===== config.mk =====
export PLATFORM = sky130hd
export DESIGN_NAME = hcw_cell
export DESIGN_NICKNAME = d
export VERILOG_FILES = /design/src/rtl/core/hcw_pkg.sv /design/src/rtl/core/hcw_cell.sv
export SDC_FILE = /design/constraint.sdc
export NUM_CORES = 1
export LEC_CHECK = 0
export BUFFER_PORTS_ARGS = -buffer_cell sky130_fd_sc_hd__buf_2
export CAP_MARGIN = 10
export CORE_ASPECT_RATIO = 0.5
export CORE_MARGIN = 2
export CORE_UTILIZATION = 56
export DETAILED_ROUTE_END_ITERATION = 6
export GPL_TIMING_DRIVEN = 1
export MAX_ROUTING_LAYER = met4
export PLACE_DENSITY_LB_ADDON = 0.3
export SLEW_MARGIN = 20
export SYNTH_ARGS = -nofsm -noshare
export SYNTH_HDL_FRONTEND = slang
export SYNTH_SLANG_ARGS = --single-unit
export TNS_END_PERCENT = 100

===== constraint.sdc =====
create_clock -name i_clk -period 5.8 [get_ports i_clk]
set_input_delay 0.29 -clock i_clk [delete_from_list [all_inputs] [get_ports i_clk]]
set_output_delay 0.29 -clock i_clk [all_outputs]
set_load 0.05 [all_outputs]

===== src/rtl/core/hcw_pkg.sv =====
// Shared types, constants and functions of the HSV colour wheel pixel generator.
`default_nettype none
package hcw_pkg;

    localparam int DISC_RADIUS  = 128;
    localparam int RADIUS_SQ    = DISC_RADIUS * DISC_RADIUS;
    localparam int CORDIC_STEPS = 15;
    localparam int N_CELLS      = 16;
    localparam int STAGE_W      = 4;
    localparam int POST_STAGES  = 4;
    localparam int PIPE_DEPTH   = 1 + N_CELLS + POST_STAGES;

    localparam logic [14:0] QUARTER_TURN = 15'd16384;
    localparam logic [15:0] HALF_TURN    = 16'd32768;

    // Register map (index = byte address / 4).
    localparam logic ADDR_LEVEL = 1'b0;
    localparam logic [7:0] LEVEL_RESET = 8'd255;

    typedef struct packed {
        logic                valid;
        logic                in_disc;
        logic                dx_neg;
        logic                dy_neg;
        logic                ax_zero;
        logic                ay_zero;
        logic signed [26:0]  x;
        logic signed [26:0]  y;
        logic signed [16:0]  z;
        logic [15:0]         d2;
        logic [17:0]         rem;
        logic [15:0]         root;
        logic [15:0]         idx;
    } t_cell_data;

    // Arctangent of 2^-i in units of 1/65536 of a turn.
    function automatic logic signed [16:0] atan_unit(input logic [STAGE_W-1:0] i);
        logic signed [16:0] r;
        case (i)
            4'd0:    r = 17'sd8192;
            4'd1:    r = 17'sd4836;
            4'd2:    r = 17'sd2555;
            4'd3:    r = 17'sd1297;
            4'd4:    r = 17'sd651;
            4'd5:    r = 17'sd326;
            4'd6:    r = 17'sd163;
            4'd7:    r = 17'sd81;
            4'd8:    r = 17'sd41;
            4'd9:    r = 17'sd20;
            4'd10:   r = 17'sd10;
            4'd11:   r = 17'sd5;
            4'd12:   r = 17'sd3;
            4'd13:   r = 17'sd1;
            4'd14:   r = 17'sd1;
            default: r = 17'sd0;
        endcase
        return r;
    endfunction

endpackage
`default_nettype wire


===== src/rtl/core/hcw_cell.sv =====
// One chain cell: a root bit of the radius square root and, below stage 15, a CORDIC step.
`default_nettype none
module hcw_cell
    import hcw_pkg::*;
(
    input  wire logic               i_clk,
    input  wire logic               i_rst_n,
    input  wire logic [STAGE_W-1:0] i_stage,
    input  wire t_cell_data         i_data,
    output t_cell_data              o_data
);

    t_cell_data          r_data;
    t_cell_data          n_data;
    logic signed [26:0]  xs;
    logic signed [26:0]  ys;
    logic [31:0]         radicand;
    logic [1:0]          pair;
    logic [17:0]         rem_sh;
    logic [17:0]         trial;

    always_comb begin
        n_data   = i_data;
        xs       = i_data.x >>> i_stage;
        ys       = i_data.y >>> i_stage;
        radicand = {i_data.d2, 16'd0};
        pair     = radicand[(5'd30 - {i_stage, 1'b0}) +: 2];
        rem_sh   = {i_data.rem[15:0], pair};
        trial    = {i_data.root, 2'b01};

        if (32'(i_stage) < CORDIC_STEPS) begin
            if (!i_data.y[26]) begin
                n_data.x = i_data.x + ys;
                n_data.y = i_data.y - xs;
                n_data.z = i_data.z + atan_unit(i_stage);
            end else begin
                n_data.x = i_data.x - ys;
                n_data.y = i_data.y + xs;
                n_data.z = i_data.z - atan_unit(i_stage);
            end
        end

        if (rem_sh >= trial) begin
            n_data.rem  = rem_sh - trial;
            n_data.root = {i_data.root[14:0], 1'b1};
        end else begin
            n_data.rem  = rem_sh;
            n_data.root = {i_data.root[14:0], 1'b0};
        end

        if (!i_rst_n) begin
            n_data.valid = 1'b0;
        end
    end

    always_ff @(posedge i_clk) begin
        r_data <= n_data;
    end

    assign o_data = r_data;

endmodule
`default_nettype wire


==> Flow_metrics.wiki <==
{| class="wikitable"
! Metric !! Value
|-
| Die boundary width || 219 µm
|-
| Clock input transition at the sequential cells of the worst setup and hold paths || 0.07 ns
|-
| Number of violations reported at the end of detailed-routing iteration 0 || 1256
|-
| Nets || 2112
|-
| Synth warnings || 0
|-
| Cell types with the largest area share after synthesis || sky130_fd_sc_hd__dfxtp_1 (22%), sky130_fd_sc_hd__ha_1 (9.5%), sky130_fd_sc_hd__mux4_2 (8.5%), sky130_fd_sc_hd__a21oi_1 (5.1%), sky130_fd_sc_hd__mux2i_1 (4.6%)
|-
| Number of clock sinks seen by CTS || 143
|-
| Syn_nets || 1770
|-
| Outcome || completed
|-
| Count of hold-fix buffers inserted at cts || 52
|-
| Power per cell area || 326 nW/µm²
|-
| Total count of hold-check failures in the final report || 0
|-
| Cell at the slowest stage of the critical path || sky130_fd_sc_hd__mux4_2
|-
| Post-Place Worst Slack || 0.144 ns
|-
| Area Overhead vs Synth || 23.2%
|-
| Initial Util || 56.9%
|-
| Cell accounting for the most synthesized area || sky130_fd_sc_hd__dfxtp_1
|-
| Wire length of the first global-routing pass || 65300 µm
|-
| Largest delay contributor family on the critical path || compound AO/OA/AOI/OAI gates
|-
| Cell at the root of the clock tree || sky130_fd_sc_hd__clkbuf_16
|-
| Total number of H-tree levels || 4
|-
| Crit. End Element || flip-flop
|-
| Sequential fraction of the synthesis area || 22.1%
|-
| Site row count || 39
|-
| Max clock buf depth || 2
|-
| Die area || 24400 µm²
|-
| Yosys cell types || 89
|-
| Number of I/O pins || 292
|-
| DRC violation count after routing || 0
|-
| Tot GR Track Use || 34.6%
|-
| DP HPWL || 30200 µm
|-
| Worst-path fanout max || 40
|-
| Worst path bufs/invs || 2
|-
| Final setup violating endpoints || 0
|-
| Number of instances in the synthesized netlist || 1520
|-
| GR Overflow Total || 0
|-
| Synth Area per Inst || 8.51 µm²
|-
| Layer carrying the most global-route usage || met2
|-
| Number of flip-flops under the largest register name || 143
|-
| Via count of the first global-routing pass || 12700
|-
| Post-route ant nets || 0
|-
| Setup Fix Bufs, Post-CTS || 0
|-
| Standard cell core area || 22700 µm²
|-
| Worst max-slew margin expressed relative to the limit || 25.9%
|-
| Worst voltage drop across the vdd grid || 0.000287 V
|-
| Fraction of final layout cells with drive strength greater than 1 || 25.7%
|-
| Synthesized flop and latch total || 143
|-
| Kind of critical path || in2reg
|-
| Pre-antenna DRT Iters || 6
|-
| Slew at the pin closest to its max-slew limit || 1.11 ns
|-
| Static Leak || 7.26 nW
|-
| Area share of the largest cell type after synthesis || 22.1%
|-
| Number of clock buffers inserted by TritonCTS || 17
|-
| Final critical-path required period || 5.29 ns
|-
| Setup slack after layout || 0.513 ns
|-
| Number of buffer cells added on primary ports || 289
|-
| Vertical die dimension || 111 µm
|-
| Final estimated routing congestion in global placement || 0.995
|-
| GR met3 Demand/Resource || 9.43%
|-
| Count of pins over their slew limit || 0
|-
| CTS resizes || 0
|-
| Count of max-cap constraint violations || 0
|-
| Critical-path cell list || buf_4 -> buf_4 -> nor2_1 -> mux2_1 -> mux4_2 -> a2111o_1 -> nor3_4 -> nand2_2 -> nor2_4 -> mux2_1 -> o22ai_1 -> ha_1 -> a21o_1 -> a21o_1 -> a221oi_1 -> nand2_1 -> o31ai_1 -> xnor2_1 -> nand2_1 -> xnor2_1
|-
| Unrepaired setup endpoints after global routing || false
|-
| Class of the tightest hold or removal check || in2reg
|-
| Kind of start point of the critical path || input pin
|-
| Longest individual stage delay on the worst path || 0.54 ns
|-
| Accumulated negative setup slack || 0 ns
|-
| Via density || 6.12
|-
| Fraction of the cycle the final worst path needs || 91.2%
|-
| Data required time of the worst path || 6.14 ns
|-
| TritonCTS clock tree || done
|-
| Cell Area, Synth || 12900 µm²
|-
| Wire length per cell after detailed routing || 19.0 µm
|-
| Data arrival time of the critical path || 5.62 ns
|-
| Fmax || 0.189 GHz
|-
| Routed via count || 13400
|-
| Number of synthesized flops with an enable pin || 0
|-
| Fill cell count || 1809
|-
| Initial antenna violation count || 2
|-
| Final wirelength || 41500 µm
|-
| Largest net degree at the start of global routing || 57
|-
| Most used flip-flop cell after synthesis || sky130_fd_sc_hd__dfxtp_1
|-
| Met1 track demand over resource || 43.3%
|-
| Global routing met2 resource utilization || 54.1%
|-
| FFs w/ async S/R, synth || 0%
|}
## where the power goes
group / internal (mW) / switching [mW]
clock: 0.606 / 0.489
sequential: 1.23 / 0.0550
combinational: 0.922 / 1.89
total: 2.76 / 2.44
## cells by family (layout without fill, tap and decap cells)
family | after synthesis | after routing | share of synthesized area [%]
mux | 150 | 150 | 17.4
flops | 143 | 143 | 22.1
xor+xnor | 123 | 123 | 8.33
compound gates | 437 | 437 | 21.8
other cells | 0 | 2 | 0
buf+inv | 132 | 487 | 4.44
simple gates | 434 | 434 | 16.0
fa+ha+maj | 101 | 101 | 9.94
## path summary, 6_finish.rpt
kind	endpoint	cells after the start	from	slack (ns)
min	o_data[82]	2	i_data[82]	0.03
max	o_data[136]	20	i_stage[1]	0.51
## cell type report
| cell class | instances | area, µm² | share of cell area (%) |
|---|---|---|---|
| multi-input cells | 1245 | 9510 | 59.7 |
| flip-flops and latches | 143 | 2860 | 18.0 |
| repair buffers | 396 | 2380 | 15.0 |
| clock buffers | 18 | 439 | 2.76 |
| well taps | 307 | 384 | 2.41 |
| inverters | 59 | 221 | 1.39 |
| clock inverters | 14 | 131 | 0.824 |
| diodes | 2 | 5.00 | 0.0314 |
## synthesized netlist by cell type (14+ instances only)
library cell               number
sky130_fd_sc_hd__mux2_2        31
sky130_fd_sc_hd__ha_1          98
sky130_fd_sc_hd__o31ai_1       15
sky130_fd_sc_hd__inv_1         56
sky130_fd_sc_hd__buf_1         16
sky130_fd_sc_hd__a211oi_1      19
sky130_fd_sc_hd__nor2b_1       19
sky130_fd_sc_hd__a21o_1        34
sky130_fd_sc_hd__o21a_1        16
sky130_fd_sc_hd__nand2b_1      24
sky130_fd_sc_hd__o21ai_0       88
sky130_fd_sc_hd__nand2_1      148
sky130_fd_sc_hd__nand3_1       24
sky130_fd_sc_hd__xnor2_1       67
sky130_fd_sc_hd__a31oi_1       21
sky130_fd_sc_hd__mux2i_1       59
sky130_fd_sc_hd__nor2_1       125
sky130_fd_sc_hd__dfxtp_1      143
sky130_fd_sc_hd__xor2_1        56
sky130_fd_sc_hd__nor3_1        19
sky130_fd_sc_hd__a21oi_1      131
sky130_fd_sc_hd__buf_2         14
sky130_fd_sc_hd__mux4_2        49
sky130_fd_sc_hd__clkbuf_1      36
## metal layers
metal,routed length [µm],up-vias
li1,-,6317
met4,1160,0
met2,18800,683
met5,0,-
met1,17200,6246
met3,4320,118
## per-stage QoR
| stage | area (µm²) | power [mW] | hold slack, ns | cells | util (%) |
|---|---|---|---|---|---|
| after floorplan | 12900 | 3.41 | 0.318 | 1520 | - |
| after global placement | 14800 | 4.02 | 0.392 | 2098 | 65.3 |
| after detailed placement | 14800 | 4.05 | 0.394 | 2098 | 65.3 |
| after CTS | 15900 | 5.18 | 0.0116 | 2182 | 70.1 |
| after global routing | 15900 | 5.47 | 0.0191 | 2184 | 70.1 |
| final | 15900 | 5.20 | 0.0286 | 2184 | 70.1 |
## cells in the final DEF (no fill, tap or decap), drive strengths merged, types with 16 or more instances in the layout
cell type and instances:
mux4 54, clkbuf 18, inv 62, nand2b 24, a31oi 21, nand2 150, mux2 37, o21ai 92
buf 344, a211oi 19, dfxtp 143, a21o 34, o21a 16, xnor2 67, nor2 126, ha 98
nor3 22, xor2 56, mux2i 59, nor2b 19, a21oi 131, nand3 24, dlygate4sd3 52
Note: power is estimated with default switching activity, not from simulation.
