--- src/rtl/core/hcw_pkg.sv ---
// Shared types, constants and functions of the HSV colour wheel pixel generator.
`default_nettype none
package hcw_pkg;

    localparam int DISC_RADIUS  = 128;
    localparam int RADIUS_SQ    = DISC_RADIUS * DISC_RADIUS;
    localparam int CORDIC_STEPS = 15;
    localparam int N_CELLS      = 16;
    localparam int STAGE_W      = 4;
    localparam int POST_STAGES  = 4;
    localparam int PIPE_DEPTH   = 1 + N_CELLS + POST_STAGES;

    localparam logic [14:0] QUARTER_TURN = 15'd16384;
    localparam logic [15:0] HALF_TURN    = 16'd32768;

    // Register map (index = byte address / 4).
    localparam logic ADDR_LEVEL = 1'b0;
    localparam logic [7:0] LEVEL_RESET = 8'd255;

    typedef struct packed {
        logic                valid;
        logic                in_disc;
        logic                dx_neg;
        logic                dy_neg;
        logic                ax_zero;
        logic                ay_zero;
        logic signed [26:0]  x;
        logic signed [26:0]  y;
        logic signed [16:0]  z;
        logic [15:0]         d2;
        logic [17:0]         rem;
        logic [15:0]         root;
        logic [15:0]         idx;
    } t_cell_data;

    // Arctangent of 2^-i in units of 1/65536 of a turn.
    function automatic logic signed [16:0] atan_unit(input logic [STAGE_W-1:0] i);
        logic signed [16:0] r;
        case (i)
            4'd0:    r = 17'sd8192;
            4'd1:    r = 17'sd4836;
            4'd2:    r = 17'sd2555;
            4'd3:    r = 17'sd1297;
            4'd4:    r = 17'sd651;
            4'd5:    r = 17'sd326;
            4'd6:    r = 17'sd163;
            4'd7:    r = 17'sd81;
            4'd8:    r = 17'sd41;
            4'd9:    r = 17'sd20;
            4'd10:   r = 17'sd10;
            4'd11:   r = 17'sd5;
            4'd12:   r = 17'sd3;
            4'd13:   r = 17'sd1;
            4'd14:   r = 17'sd1;
            default: r = 17'sd0;
        endcase
        return r;
    endfunction

endpackage
`default_nettype wire

--- src/rtl/core/hcw_color.sv ---
// Hue and saturation to RGB conversion stages at the end of the cell chain.
`default_nettype none
module hcw_color
    import hcw_pkg::*;
(
    input  wire logic        i_clk,
    input  wire logic        i_rst_n,
    input  wire logic [7:0]  i_level,
    input  wire t_cell_data  i_data,
    output logic             o_done,
    output logic [7:0]       o_red,
    output logic [7:0]       o_green,
    output logic [7:0]       o_blue,
    output logic [7:0]       o_alpha,
    output logic [15:0]      o_pixel_index
);

    // Stage A: angle, sector, fraction and saturation.
    logic [14:0] quad;
    logic [15:0] angle;
    logic [18:0] h6;
    logic [8:0]  sat;
    logic        r_a_valid, r_a_inside;
    logic [2:0]  r_a_sector;
    logic [7:0]  r_a_frac;
    logic [8:0]  r_a_sat;
    logic [15:0] r_a_idx;

    always_comb begin
        if (i_data.ay_zero) begin
            quad = 15'd0;
        end else if (i_data.ax_zero) begin
            quad = QUARTER_TURN;
        end else if (i_data.z[16]) begin
            quad = 15'd0;
        end else if (i_data.z > 17'(QUARTER_TURN)) begin
            quad = QUARTER_TURN;
        end else begin
            quad = i_data.z[14:0];
        end
        case ({i_data.dx_neg, i_data.dy_neg})
            2'b00:   angle = {1'b0, quad};
            2'b10:   angle = HALF_TURN - {1'b0, quad};
            2'b11:   angle = HALF_TURN + {1'b0, quad};
            default: angle = 16'd0 - {1'b0, quad};
        endcase
        h6 = 19'(angle) * 19'd6;
        if (i_data.root[15:7] > 9'd256) begin
            sat = 9'd256;
        end else begin
            sat = i_data.root[15:7];
        end
    end

    always_ff @(posedge i_clk) begin
        if (!i_rst_n) begin
            r_a_valid <= 1'b0;
        end else begin
            r_a_valid <= i_data.valid;
        end
        r_a_inside <= i_data.in_disc;
        r_a_sector <= h6[18:16];
        r_a_frac   <= h6[15:8];
        r_a_sat    <= sat;
        r_a_idx    <= i_data.idx;
    end

    // Stage B: the factors (1 - s), (1 - s*f) and (1 - s*(1 - f)).
    logic [16:0] sf;
    logic [17:0] sg;
    logic        r_b_valid, r_b_inside;
    logic [2:0]  r_b_sector;
    logic [8:0]  r_b_pm;
    logic [16:0] r_b_qm, r_b_tm;
    logic [15:0] r_b_idx;

    always_comb begin
        sf = 17'(r_a_sat) * 17'(r_a_frac);
        sg = 18'(r_a_sat) * (18'd256 - 18'(r_a_frac));
    end

    always_ff @(posedge i_clk) begin
        if (!i_rst_n) begin
            r_b_valid <= 1'b0;
        end else begin
            r_b_valid <= r_a_valid;
        end
        r_b_inside <= r_a_inside;
        r_b_sector <= r_a_sector;
        r_b_pm     <= 9'd256 - r_a_sat;
        r_b_qm     <= 17'h10000 - sf;
        r_b_tm     <= 17'(18'h10000 - sg);
        r_b_idx    <= r_a_idx;
    end

    // Stage C: scale by the value register.
    logic [16:0] pp;
    logic [24:0] qp, tp;
    logic        r_c_valid, r_c_inside;
    logic [2:0]  r_c_sector;
    logic [7:0]  r_c_v, r_c_p, r_c_q, r_c_t;
    logic [15:0] r_c_idx;

    always_comb begin
        pp = 17'(i_level) * 17'(r_b_pm);
        qp = 25'(i_level) * 25'(r_b_qm);
        tp = 25'(i_level) * 25'(r_b_tm);
    end

    always_ff @(posedge i_clk) begin
        if (!i_rst_n) begin
            r_c_valid <= 1'b0;
        end else begin
            r_c_valid <= r_b_valid;
        end
        r_c_inside <= r_b_inside;
        r_c_sector <= r_b_sector;
        r_c_v      <= i_level;
        r_c_p      <= pp[15:8];
        r_c_q      <= qp[23:16];
        r_c_t      <= tp[23:16];
        r_c_idx    <= r_b_idx;
    end

    // Stage D: sector select, black outside the disc, and output register.
    logic [7:0] n_red, n_green, n_blue;

    always_comb begin
        case (r_c_sector)
            3'd0:    begin n_red = r_c_v; n_green = r_c_t; n_blue = r_c_p; end
            3'd1:    begin n_red = r_c_q; n_green = r_c_v; n_blue = r_c_p; end
            3'd2:    begin n_red = r_c_p; n_green = r_c_v; n_blue = r_c_t; end
            3'd3:    begin n_red = r_c_p; n_green = r_c_q; n_blue = r_c_v; end
            3'd4:    begin n_red = r_c_t; n_green = r_c_p; n_blue = r_c_v; end
            default: begin n_red = r_c_v; n_green = r_c_p; n_blue = r_c_q; end
        endcase
        if (!r_c_inside) begin
            n_red   = 8'd0;
            n_green = 8'd0;
            n_blue  = 8'd0;
        end
    end

    always_ff @(posedge i_clk) begin
        if (!i_rst_n) begin
            o_done <= 1'b0;
        end else begin
            o_done <= r_c_valid;
        end
        o_red         <= n_red;
        o_green       <= n_green;
        o_blue        <= n_blue;
        o_alpha       <= r_c_inside ? 8'd255 : 8'd0;
        o_pixel_index <= r_c_idx;
    end

endmodule
`default_nettype wire

--- config.mk ---
export PLATFORM = sky130hd
export DESIGN_NAME = hcw_color
export DESIGN_NICKNAME = d
export VERILOG_FILES = /design/src/rtl/core/hcw_pkg.sv /design/src/rtl/core/hcw_color.sv
export SDC_FILE = /design/constraint.sdc
export NUM_CORES = 1
export LEC_CHECK = 0
export ABC_AREA = 1
export BUFFER_PORTS_ARGS = -buffer_cell sky130_fd_sc_hd__buf_4
export CORE_MARGIN = 1.5
export CORE_UTILIZATION = 57
export CTS_BUF_LIST = sky130_fd_sc_hd__clkbuf_4
export DETAILED_ROUTE_END_ITERATION = 8
export PLACE_DENSITY = 0.83
export SYNTH_ARGS = -nofsm -noshare
export SYNTH_HDL_FRONTEND = slang
export SYNTH_SLANG_ARGS = --single-unit
--- constraint.sdc ---
create_clock -name i_clk -period 5.45 [get_ports i_clk]
set_input_delay 0.8175 -clock i_clk [delete_from_list [all_inputs] [get_ports i_clk]]
set_output_delay 0.8175 -clock i_clk [all_outputs]
set_load 0.02 [all_outputs]
==> results.yml, run 1 <==
timing:
  finalSetupViolCount: 0
  hold_viol: 0
  min_period_ps: 5260
  final_max_slew_viol_count: 0
  post-route-period-util: 0.966
  tightest_slew_ps: 742
  clock.fmax_mhz: 190
  fin_skew_ps: 44.6
  final.setup.tns_ps: 0
  max_slew_margin: 0.505
detailed_routing:
  wl_per_cell_um: 14.6
  wirelength_um: 50600
  drtIter0Drc: 1038
  first_pass_iters: 6
  via_per_inst: 5.13
  drc: 0
  antenna_left: 0
  dr_total_vias: 17800
status:
  status: "finished clean"
logic_synthesis:
  synthCells: 2892
  yosys.area.top_type: "fa_1"
  ys_seq_area_frac: 0.176
  synth-main-ff-cell: "dfxtp_1"
  syn_area_per_cell_um2: 7.72
  synth_edf_count: 0
  yosys.cell_types.count: 50
  async_flop_share: 0
  synth_area_um2: 22300
  yosys_warnings: 0
  synth_top_cell_area_share: 0.281
  ys_seq_elements: 196
  mappedNetlistNets: 3585
  synth_area_leaders: "fa_1 (28%), dfxtp_1 (18%), inv_1 (13%)"
floorplanning:
  die_area_um2: 40400
  num_rows: 72
  die_w_um: 201
  die_h_um: 201
  ios: 202
  start_util: 0.578
  core_area_um2: 38600
cts:
  cts.clk_slew.worst_paths_ps: 180
  cts_buffer_depth: 2
  clk_latency_ps: 680
  cts_made_buffers: 17
  numClockSinks: 196
  cts_tree: "built"
  root_buffer: "clkbuf_4"
  htree_levels: 4
  hold_buffers: 0
worst_setup_path:
  crit_type: "flip-flop to flip-flop"
  timing.rr.start: "r_a_frac[0]"
  critPathLaunchType: "flip-flop"
  path_max_fanout: 10
  endpoint_kind: "flip-flop"
  cp-startpoint: "r_a_frac[0]"
  worstPathRequired_ps: 6030
  arrival_ps: 5840
placement:
  numPortBuffers: 106
  dpl.hpwl_um: 40500
  gp_congestion: 0.954
  dpl_cell_area_um2: 23500
cells_and_area:
  fin_area_um2: 23900
  fill_cells: 3196
  area_growth_syn_to_layout_pct: 6.99
  num-nets-final: 3629
  post-route-util: 0.618
  final_layout_size_suffix_gt1_frac: 0.0726
grt:
  grt_usage: 0.257
  grt_start_max_net_pins: 34
  antenna_found_initial: 2
  grt_pass1_vias: 18600
  grt.overflow.total: 0
  grt_pass1_wl_um: 85100
worst_hold_path:
  worstHoldStart: "i_data[5]"
  hold_path.class: "primary input to flip-flop"
job:
  max-cap-violations: 0
[state kept, by name, summed over array words and instances (netlist names), 3 cells and up]
register / count
r_a_sat: 9
r_c_idx: 16
o_green: 8
r_b_sector: 3
r_a_idx: 16
o_blue: 8
r_b_tm: 17
r_c_v: 8
r_b_qm: 16
o_pixel_index: 16
r_c_q: 8
r_b_idx: 16
r_a_sector: 3
r_c_sector: 3
r_c_t: 8
o_red: 8
r_b_pm: 9
r_c_p: 8
r_a_frac: 8
[kinds of logic after synthesis]
group / synth area share
simple gates: 0.167
buf+inv: 0.156
fa+ha+maj: 0.408
compound gates: 0.0615
flops: 0.176
xor+xnor: 0.0314
[path summary, 6_finish.rpt]
kind	to	slack [ps]	cells past startpoint
worst min register to register	r_b_sector[2]	330	0
worst max-delay path	r_b_tm[15]	190	22
worst min-delay path	r_a_idx[5]	240	1
worst max register to register	r_b_tm[15]	190	22
[routing by layer]
metal | track usage | routed length [µm] | vias up
met5 | 0 | 0 | -
met3 | 0.0339 | 3150 | 113
met1 | 0.313 | 20500 | 8482
li1 | - | - | 8557
met2 | 0.462 | 25400 | 624
met4 | 0.0994 | 1510 | 0
[synthesized netlist by cell type (2+ instances only)]
cell type / n
nor2_1: 157
inv_1: 787
clkbuf_1: 65
xor2_1: 53
nor2_4: 2
o21a_1: 7
a211oi_1: 3
nor2_2: 6
inv_2: 6
dfxtp_1: 196
nor3_2: 6
a21oi_1: 122
fa_1: 314
a31oi_1: 8
xnor2_1: 27
nand3b_1: 2
clkbuf_2: 27
o21ai_0: 50
buf_4: 8
o221ai_1: 5
nand2_2: 8
a221oi_1: 7
nand3_1: 44
nor3_1: 20
a41oi_1: 4
a21o_1: 7
buf_6: 2
o21bai_1: 3
buf_2: 6
o31ai_1: 2
o21ai_1: 5
nand2_1: 660
nand4_1: 16
buf_1: 2
nor4_1: 6
o22ai_1: 10
ha_1: 226
[worst max-delay path, stage by stage, from the launching register on]
cell and delay, ps:
dfxtp_1 350, buf_4 170, nor3_4 190, nand2_1 90, or2_1 250, nor2_1 130, xor2_1 250, inv_2 130
nor2_1 140, fa_1 460, ha_1 320, inv_1 80, fa_1 440, fa_1 490, inv_1 50, fa_1 470
inv_1 60, ha_4 290, nand2_1 100, nor4_2 280, o21ai_1 140, o2111ai_1 130, xor2_1 200
[stage by stage]
stage / hold slack (ps) / setup slack [ps] / cells
floorplan: 310 / 253 / 2892
global placement: 310 / 290 / 3433
detailed placement: 312 / 179 / 3433
finish: 244 / 187 / 3468
CTS: 185 / 112 / 3465
global route: 189 / -66.1 / 3468
[cells in the final DEF (no fill, tap or decap), types with 20 or more instances in the layout]
master | netlist | routed
a21oi_1 | 122 | 122
xnor2_1 | 27 | 26
nand3_1 | 44 | 44
xor2_1 | 53 | 53
nor3_1 | 20 | 20
buf_4 | 8 | 135
nor2_1 | 157 | 155
nand2_1 | 660 | 657
inv_1 | 787 | 787
o21ai_0 | 50 | 48
fa_1 | 314 | 314
dfxtp_1 | 196 | 196
ha_1 | 226 | 223
[final cells by class]
type                    count  area, µm²  share of cell area
multi-input cells        1791      15000               0.628
flip-flops and latches    196       3920               0.164
inverters                 795       2990               0.125
repair buffers            135       1010              0.0424
well taps                 518        648              0.0271
clock inverters            14        178             0.00743
clock buffers              18        135             0.00565
diodes                      1       2.50            0.000105
[what timing repair did]
| item | in CTS | in global routing |
|---|---|---|
| setup endpoints to repair | 0 | 4 |
| setup buffers | 0 | 2 |
| gates resized for setup | 0 | 17 |
Power of run 1 is not shown: default switching activity piles up to over one toggle a cycle in this logic, so the estimate is an artifact.
==> run 2: changes to the inputs <==
REMOVE_ABC_BUFFERS = 1   (was not set)
==> results.yml, run 2 (same netlist as run 1, synthesis figures left out) <==
floorplanning:
  die_area_um2: 40400
  num_rows: 72
  die_w_um: 201
  ios: 202
  start_util: 0.578
  die_h_um: 201
  core_area_um2: 38600
worst_setup_path:
  critPathLaunchType: "flip-flop"
  timing.rr.start: "r_a_frac[0]"
  endpoint_kind: "flip-flop"
  reg2reg_to: "r_b_tm[15]"
  worstPathRequired_ps: 6030
  path_max_fanout: 10
  crit_type: "flip-flop to flip-flop"
  rrSetupSlack_ps: 220
  worstRegToRegCells: 22
  arrival_ps: 5820
detailed_routing:
  antenna_left: 0
  dr.max_layer_used: "met4"
  wirelength_um: 50800
  routed-wl-met3_um: 3200
  via_per_inst: 5.19
  wl_per_cell_um: 14.7
  drtIter0Drc: 1359
  dr_total_vias: 18000
  dr_wl_met2_um: 25700
  drc: 0
  first_pass_iters: 6
  wl_met1_um: 20300
cells_and_area:
  area_growth_syn_to_layout_pct: 6.60
  fin_area_um2: 23800
  num-nets-final: 3627
  largest_register_ffs: 17
  register_area_um2: 3930
  layout_common_cells: "inv_1 (787), nand2_1 (659), fa_1 (314)"
  multi_input_area_um2: 15000
  final_layout_size_suffix_gt1_frac: 0.0713
  final_common_cell: "inv_1"
  regMostFlops: "r_b_tm"
  fill_cells: 3222
cts:
  cts_setup_buffers: 0
  hold_buffers: 0
  root_buffer: "clkbuf_4"
  numClockSinks: 196
  htree_levels: 4
  cts.clk_slew.worst_paths_ps: 170
  cts_buffer_depth: 2
  cts_made_buffers: 17
  clk_latency_ps: 640
  cts_tree: "built"
timing:
  final_max_slew_viol_count: 0
  max_slew_margin: 0.514
  tightest_slew_ps: 726
  min_period_ps: 5230
  hold_viol: 0
  finalSetupViolCount: 0
  clock.fmax_mhz: 191
  fin_skew_ps: 25.1
  post-route-period-util: 0.960
status:
  status: "finished clean"
grt:
  grt_pass1_wl_um: 86700
  grt_pass1_vias: 18900
  grt_start_max_net_pins: 35
  grt.overflow.total: 0
  grt_usage: 0.261
  antenna_found_initial: 1
worst_hold_path:
  holdPathEnd: "r_a_idx[8]"
  worstHoldStart: "i_data[8]"
  whs_path_depth: 1
  hold_path.class: "primary input to flip-flop"
placement:
  numPortBuffers: 106
  dpl.hpwl_um: 41200
  dpl_cell_area_um2: 23500
  gp_congestion: 0.909
job:
  max-cap-violations: 0
[run 2: changes by cell type in the layout (fill, tap and decap cells not counted), sizes merged]
cell      before  now
buf          135  133
inv          801  800
clkinvlp       1    2
clkbuf        18   17
[run 2: layout make-up]
| class | count | area share |
|---|---|---|
| clock buffers | 17 | 0.00536 |
| diodes | 1 | 0.000105 |
| repair buffers | 133 | 0.0419 |
| inverters | 795 | 0.125 |
| multi-input cells | 1791 | 0.629 |
| well taps | 518 | 0.0272 |
| flip-flops and latches | 196 | 0.165 |
| clock inverters | 14 | 0.00615 |
[run 2: worst max-delay path by stage]
stage                startpoint    endpoint  depth (start not counted)
floorplan           r_a_frac[0]  r_b_tm[14]                         21
global placement    r_a_frac[0]  r_b_tm[14]                         22
detailed placement  r_a_frac[0]  r_b_tm[14]                         19
CTS                 r_a_frac[0]  r_b_tm[14]                         19
global route        r_a_frac[0]  r_b_tm[15]                         22
finish              r_a_frac[0]  r_b_tm[15]                         22
[run 2: per-stage QoR]
stage                     setup TNS, ps  worst slack, ps  cells  hold WS [ps]  utilization
after global placement                0              327   3433           310        0.608
final                                 0              216   3465           266        0.616
after floorplan                       0              378   2782           310            -
after global routing              -56.3            -54.1   3465           196        0.616
after CTS                             0              116   3464           208        0.615
after detailed placement              0              132   3433           312        0.608
[run 2: repair_timing]
item,in CTS,in global routing
hold endpoints to repair,0,0
gates resized for setup,0,14
setup endpoints to repair,0,5
[run 2: metal layers]
metal	vias to the layer above	track usage
met5	-	0
met4	0	0.0905
met3	122	0.0446
met2	679	0.471
met1	8612	0.314
li1	8560	-
[run 2: worst max-delay path, stage by stage (launching register included)]
cell and delay, ps:
dfxtp_1 350, buf_4 170, nor3_2 210, nand2_1 90, or2_1 240, nor2_2 120
xor2_2 100, inv_2 150, nor2_1 80, fa_1 370, inv_1 70, fa_1 440
fa_1 460, fa_1 520, inv_1 50, fa_1 490, inv_1 60, ha_1 390
nand2_1 150, nor4_2 250, o21ai_1 140, o2111ai_1 120, xor2_1 160
Power of run 2 is left out for the same reason.
==> run 3: changes to the inputs <==
CTS_BUF_LIST = sky130_fd_sc_hd__clkbuf_2   (was sky130_fd_sc_hd__clkbuf_4)
==> results.yml, run 3 (same netlist as run 1, synthesis figures left out) <==
status:
  status: "finished clean"
timing:
  max_slew_margin: 0.522
  hold_viol: 0
  min_period_ps: 5290
  fin_skew_ps: 50.9
  tightest_slew_ps: 714
  final_max_slew_viol_count: 0
  final.setup.tns_ps: 0
  fin_ws_ps: 156
  clock.fmax_mhz: 189
  finalSetupViolCount: 0
  post-route-period-util: 0.971
placement:
  gp_congestion: 0.909
  dpl.hpwl_um: 41200
  place_ws_ps: 132
  numPortBuffers: 106
worst_setup_path:
  worstPathRequired_ps: 6300
  rrSetupSlack_ps: 160
  cpPeakStageDelay_ps: 520
  cp_common_cell: "fa_1"
  endpoint_kind: "flip-flop"
  slowest_stage: "fa_1"
  timing.rr.start: "r_a_frac[0]"
  reg2reg_to: "r_b_tm[15]"
  path_max_fanout: 10
  arrival_ps: 6140
  crit_type: "flip-flop to flip-flop"
  worstRegToRegCells: 22
  critPathLaunchType: "flip-flop"
  crit_chain: "buf_4 > nor3_2 > nand2_1 > or2_1 > nor2_2 > xor2_2 > inv_2 > nor2_1 > fa_1 > inv_1 > fa_1 > fa_1 > fa_1 > inv_1 > fa_1 > inv_1 > ha_1 > nand2_1 > nor4_2 > o21ai_1 > o2111ai_1 > xor2_1"
cts:
  cts_made_buffers: 17
  cts_tree: "built"
  numClockSinks: 196
  htree_levels: 4
  cts.clk_slew.worst_paths_ps: 310
  cts_buffer_depth: 2
  root_buffer: "clkbuf_2"
  clk_latency_ps: 890
grt:
  grt_pass1_wl_um: 87100
  antenna_found_initial: 1
  grt_start_max_net_pins: 35
  grt_usage: 0.263
  grt_pass1_vias: 19000
  grt.overflow.total: 0
detailed_routing:
  drc: 0
  antenna_left: 0
  wirelength_um: 51000
  first_pass_iters: 6
  drtIter0Drc: 1214
  dr_total_vias: 18000
  via_per_inst: 5.18
  wl_per_cell_um: 14.6
cells_and_area:
  num-nets-final: 3645
  final_layout_size_suffix_gt1_frac: 0.0702
  largest_register_ffs: 17
  post-route-util: 0.620
  layout_common_cells: "inv_1 (787), nand2_1 (659), fa_1 (314)"
  area_growth_syn_to_layout_pct: 7.19
  regMostFlops: "r_b_tm"
  fill_cells: 3213
  final_common_cell: "inv_1"
worst_hold_path:
  whs_path_depth: 3
  hold_path.class: "primary input to flip-flop"
  holdPathEnd: "o_done"
  worstHoldStart: "i_rst_n"
job:
  max-cap-violations: 0
floorplanning:
  num_rows: 72
  die_h_um: 201
  core_area_um2: 38600
  die_area_um2: 40400
  ios: 202
  start_util: 0.578
  die_w_um: 201
-- run 3: layer usage --
metal / global-route usage / part of all wire / vias to the layer above
li1: - / - / 8590
met1: 0.315 / 0.39 / 8638
met2: 0.475 / 0.51 / 699
met3: 0.0443 / 0.068 / 111
met4: 0.0878 / 0.029 / 0
met5: 0 / 0 / -
-- run 3: cell type report --
| cell class | count | area, µm² | area share |
|---|---|---|---|
| sequential | 196 | 3920 | 0.164 |
| antenna | 1 | 2.50 | 0.000105 |
| clock inverter | 14 | 146 | 0.00611 |
| tap | 518 | 648 | 0.0271 |
| inverter | 795 | 2990 | 0.125 |
| timing repair buffer | 151 | 1180 | 0.0492 |
| clock buffer | 17 | 85.1 | 0.00355 |
| multi-input combinational | 1791 | 15000 | 0.625 |
-- run 3: worst max path at each step --
stage                     start  cells after the start    endpoint  slack, ps
floorplan           r_a_frac[0]                     21  r_b_tm[14]        380
global placement    r_a_frac[0]                     22  r_b_tm[14]        330
detailed placement  r_a_frac[0]                     19  r_b_tm[14]        130
CTS                 r_a_frac[0]                     19  r_b_tm[14]        110
global route        r_a_frac[0]                     22  r_b_tm[15]        -80
finish              r_a_frac[0]                     22  r_b_tm[15]        160
-- run 3: per-stage QoR --
| step | instance area (µm²) | hold slack, ps | cells |
|---|---|---|---|
| finish | 23900 | 99.9 | 3483 |
| global route | 23900 | 35.1 | 3483 |
| CTS | 23900 | 6.64 | 3482 |
| detailed placement | 23500 | 312 | 3433 |
| global placement | 23500 | 310 | 3433 |
| floorplan | 21800 | 310 | 2782 |
-- run 3: worst max-delay path: cells and delay by family, from the launching register on --
kind                       cells  cell delay (ps)
adders and majority gates      6             2680
and+or+nand+nor                7             1180
buffers and inverters          5              520
DFF                            1              380
xor gates and xnor gates       2              270
AOI/OAI and AO/OA              2              260
-- run 3: what timing repair did --
action / in CTS / in global routing
resized for setup: 0 / 12
hold endpoints to repair: 18 / 0
setup buffers: 0 / 0
hold buffers: 18 / 0
endpoints found under the setup margin: 0 / 5
Power of run 3 is left out for the same reason.
